==> config.mk <==
export PLATFORM = sky130hd
export DESIGN_NAME = pcx_alu
export DESIGN_NICKNAME = d
export VERILOG_FILES = /design/src/sv/assert_macros.svh /design/src/sv/pcx_pkg.sv /design/src/sv/pcx_alu.sv
export SDC_FILE = /design/constraint.sdc
export NUM_CORES = 1
export LEC_CHECK = 0
export BUFFER_PORTS_ARGS = -buffer_cell sky130_fd_sc_hd__buf_2
export CORE_ASPECT_RATIO = 0.8
export CORE_MARGIN = 4
export CORE_UTILIZATION = 45
export DETAILED_ROUTE_END_ITERATION = 7
export PLACE_DENSITY = 0.95
export SLEW_MARGIN = 5
export SYNTH_ARGS = -nofsm -noshare
export SYNTH_HDL_FRONTEND = slang
export SYNTH_SLANG_ARGS = --single-unit
export TNS_END_PERCENT = 1
==> constraint.sdc <==
create_clock -name vclk -period 6.8
set_clock_uncertainty 0.1 [all_clocks]
set_input_delay 1.36 -clock vclk [all_inputs]
set_output_delay 1.36 -clock vclk [all_outputs]
set_load 0.005 [all_outputs]
==> src/sv/assert_macros.svh <==
// Assertion helpers used by the decoder RTL.
`ifndef ASSERT_MACROS_SVH
`define ASSERT_MACROS_SVH

// The consequent must hold in the same cycle as the antecedent.
`define ASSERT_SAME(label, clk, rst_n, ante, cons, msg) \
    label: assert property (@(posedge clk) disable iff (!rst_n) (ante) |-> (cons)) \
        else $error(msg);

// The consequent must hold in the cycle after the antecedent.
`define ASSERT_NEXT(label, clk, rst_n, ante, cons, msg) \
    label: assert property (@(posedge clk) disable iff (!rst_n) (ante) |=> (cons)) \
        else $error(msg);

`endif

==> src/sv/pcx_pkg.sv <==
`timescale 1ns / 1ps

package pcx_pkg;

    // Largest image the pixel counter must hold.
    localparam int MAX_WIDTH  = 320;
    localparam int MAX_HEIGHT = 256;

    localparam int CFG_W     = 9;
    localparam int CFG_IDX_W = 2;

    localparam logic [CFG_IDX_W-1:0] CFG_IMAGE_WIDTH  = 2'd0;
    localparam logic [CFG_IDX_W-1:0] CFG_IMAGE_HEIGHT = 2'd1;
    localparam logic [CFG_IDX_W-1:0] CFG_EXPAND_RGB   = 2'd2;

    localparam logic [CFG_W-1:0] RESET_WIDTH  = 9'd320;
    localparam logic [CFG_W-1:0] RESET_HEIGHT = 9'd200;

    localparam int WID_W  = $clog2(MAX_WIDTH + 1);
    localparam int HGT_W  = $clog2(MAX_HEIGHT + 1);
    localparam int PIX_W  = $clog2(MAX_WIDTH * MAX_HEIGHT + 1);
    localparam int RUN_W  = 6;
    localparam int WCMP_W = (CFG_W > WID_W) ? CFG_W : WID_W;
    localparam int HCMP_W = (CFG_W > HGT_W) ? CFG_W : HGT_W;
    localparam int RCMP_W = (PIX_W > RUN_W) ? PIX_W : RUN_W;

    localparam logic [7:0] RUN_MARK = 8'hC0;
    localparam logic [7:0] RUN_MASK = 8'h3F;

    // Input item kinds.
    localparam logic [1:0] KIND_PALETTE = 2'd0;
    localparam logic [1:0] KIND_START   = 2'd1;
    localparam logic [1:0] KIND_DATA    = 2'd2;
    localparam logic [1:0] KIND_END     = 2'd3;

    // Status codes.
    localparam logic [1:0] ST_OK      = 2'd0;
    localparam logic [1:0] ST_OVERRUN = 2'd1;
    localparam logic [1:0] ST_EARLY   = 2'd2;

    typedef struct packed {
        logic        wr_en;
        logic [7:0]  wr_addr;
        logic [23:0] wr_data;
        logic        rd_en;
        logic [7:0]  rd_addr;
    } pal_ctrl_t;

endpackage

==> src/sv/pcx_alu.sv <==
`timescale 1ns / 1ps

// Shared adder for the pixel counter: accumulates partial products while
// an image starts and counts down by one for every pixel sent.
module pcx_alu
(
    input  logic [pcx_pkg::PIX_W-1:0] a,
    input  logic [pcx_pkg::PIX_W-1:0] b,
    output logic [pcx_pkg::PIX_W-1:0] sum
);

    assign sum = a + b;

endmodule

==> results.py <==
metrics = {
    "outcome": {
        "outcome": "finished, final reports clean",
    },
    "worst_setup_path": {
        "arrival_ns": 3.34,
        "cp_slowest_cell": "fa_1",
        "cp-end-kind": "primary output",
        "worstSetupPathDepth": 9,
        "path_buf_inv": 2,
        "cp_max_fo": 3,
        "cp_cell_sequence": "buf_2 -> ha_1 -> fa_1 -> a211oi_2 -> o21ai_1 -> a221o_1 -> a21oi_2 -> xnor2_1 -> buf_2",
        "worstSetupPathType": "in -> out",
        "critPathLaunchType": "input port",
        "cp_common_cell": "buf_2",
        "worstPathRequired_ns": 5.34,
        "slowest_delay_ns": 0.44,
        "cp_top_family": "compound AO/OA/AOI/OAI gates",
    },
    "cells_and_area": {
        "nets": 203,
        "n_antenna_cell": 0,
        "drive_above_1_share_pct": 38.00,
        "areaGrowthSynthToFinish_pct": 35.63,
        "nFillCells": 143,
        "design.seq.count": 0,
        "ff_latch_area_um2": 0,
        "clkbuf_count": 0,
    },
    "synthesis": {
        "synthCells": 100,
        "ys_seq_area_share_pct": 0,
        "yosys_warnings": 0,
        "netlist_area_um2": 762.0,
        "synth.net_count": 151,
        "synth_area_per_cell_um2": 7.620,
        "yosysUniqueCellTypes": 25,
    },
    "power": {
        "static-leakage-power_nw": 0.5162,
        "power_uw": 109.4,
        "ir_drop_v": 0.00006199,
        "powerDensity_nw_per_um2": 105.9,
    },
    "floorplanning": {
        "start_util_pct": 47.32,
        "die_area_um2": 2420,
        "fp.dieH_um": 44.81,
        "fp-row-count": 13,
        "io-pin-count": 51,
        "fp.dieW_um": 54.01,
        "coreArea_um2": 1610,
    },
    "route": {
        "num_vias": 1013,
        "route.detailed.drc": 0,
        "drt-vias-per-instance": 5.890,
        "wire_per_inst_um": 14.08,
        "drt_iter0_markers": 65,
        "first_pass_iters": 5,
        "drt_wl_total_um": 2421,
        "antenna_left": 0,
    },
    "placement": {
        "io_buffers": 51,
        "gp_congestion": 0.8644,
        "hpwl_um": 2112,
        "pre_cts_ws_ns": 2.028,
    },
    "timing": {
        "fin_tns_setup_ns": 0,
        "rsz0062_at_grt": "false",
        "holdWs_ns": 2.917,
        "finalCritPeriodShare_pct": 70.54,
        "finalSetupViolCount": 0,
        "hold_viol_final": 0,
        "drv_slew": 0,
        "layout_min_cycle_time_ns": 4.796,
        "finalWorstSetupSlack_ns": 2.004,
        "fmax_mhz": 208.5,
        "slew-limit-headroom_pct": 79.71,
        "worst_slew_pin_slew_ns": 0.3025,
    },
    "clock_network": {
        "ctsResizeCount": 0,
        "cts_setup_buffers": 0,
        "hold_buffers": 0,
    },
    "global_routing": {
        "grt_pass1_wl_um": 3657,
        "first_global_vias": 915,
        "grt_overflow": 0,
        "grt_max_degree": 9,
        "grt_use_total_pct": 19.00,
        "antenna_found_initial": 0,
    },
    "flow_run": {
        "maxCapViolations": 0,
    },
    "min_path": {
        "hold_depth": 3,
        "min_from": "b[0]",
        "min_delay_worst_endpoint": "sum[0]",
        "hold_class": "in -> out",
    },
}
## worst max-delay path by stage
stage	startpoint	slack (ns)	endpoint
global placement	a[0]	2.11	sum[14]
finish	a[0]	2.00	sum[14]
floorplan	a[0]	2.38	sum[14]
global route	a[0]	1.90	sum[14]
CTS	a[0]	2.03	sum[14]
detailed placement	a[0]	2.03	sum[14]
## logic make-up after synthesis
group                    Yosys count  share of synthesized area [%]
buffers and inverters              1                          1.478
AO/OA/AOI/OAI                     40                          34.81
adder cells (fa/ha/maj)           17                          28.90
XOR/XNOR                          16                          18.39
AND/OR/NAND/NOR                   26                          16.42
## metrics by stage
stage | std cells | cell area [µm²] | util, %
after CTS | 172 | 1033 | 64.18
after floorplan | 100 | 762.0 | -
after detailed placement | 172 | 1033 | 64.18
final | 172 | 1033 | 64.18
after global routing | 172 | 1033 | 64.18
after global placement | 172 | 1033 | 64.18
## layer usage
layer | routed length (µm) | GRT usage [%] | share of wire [%]
met5 | 0 | 0 | 0
met2 | 1244 | 36.71 | 51
met3 | 220 | 0.6601 | 9.1
met4 | 8 | 1.493 | 0.33
met1 | 948 | 24.06 | 39
## Yosys cell counts
library cell	instances	area share (%)
buf_6	1	1.5
nand3_1	4	2.6
nand2_1	11	5.4
o21ai_0	7	4.6
o21ai_2	1	1.1
xnor2_1	8	9.2
o2111ai_1	1	1.1
nor3b_2	1	1.6
a221o_1	1	1.3
a21oi_1	11	7.2
xor2_1	8	9.2
a21o_1	3	3.0
and3_1	1	0.82
a211oi_1	4	3.9
nand4_1	3	2.5
o21bai_1	1	0.99
a21oi_2	2	2.3
nor2_1	4	2.0
fa_1	1	2.6
o211ai_1	4	3.9
a211oi_2	2	3.3
nor3_1	1	0.66
ha_1	16	26
o21ai_1	3	2.0
nand2b_1	1	0.82
## where the power goes
| part | leakage, nW | internal [mW] | switching (mW) |
|---|---|---|---|
| Combinational | 0.516 | 0.0522 | 0.0572 |
| Clock | 0 | 0 | 0 |
| Sequential | 0 | 0 | 0 |
## layout make-up
| class | instances | area, µm² | area share [%] |
|---|---|---|---|
| Tap cell | 22 | 27.53 | 2.663 |
| Multi-Input combinational cell | 99 | 750.7 | 72.64 |
| Timing Repair Buffer | 51 | 255.2 | 24.70 |
## cell usage in the layout (no fill, tap or decap), drive strengths merged
cell and n:
buf 51, ha 16, a21oi 13, nand2 11
o21ai 11, xnor2 8, xor2 8, a211oi 6
o211ai 4, nor2 4, nand3 4, nand4 3
a21o 3, nand2b 1, nor3 1, and3 1
nor3b 1, a221o 1, o2111ai 1, o21bai 1
fa 1
Note: power is estimated with default switching activity, not from simulation.
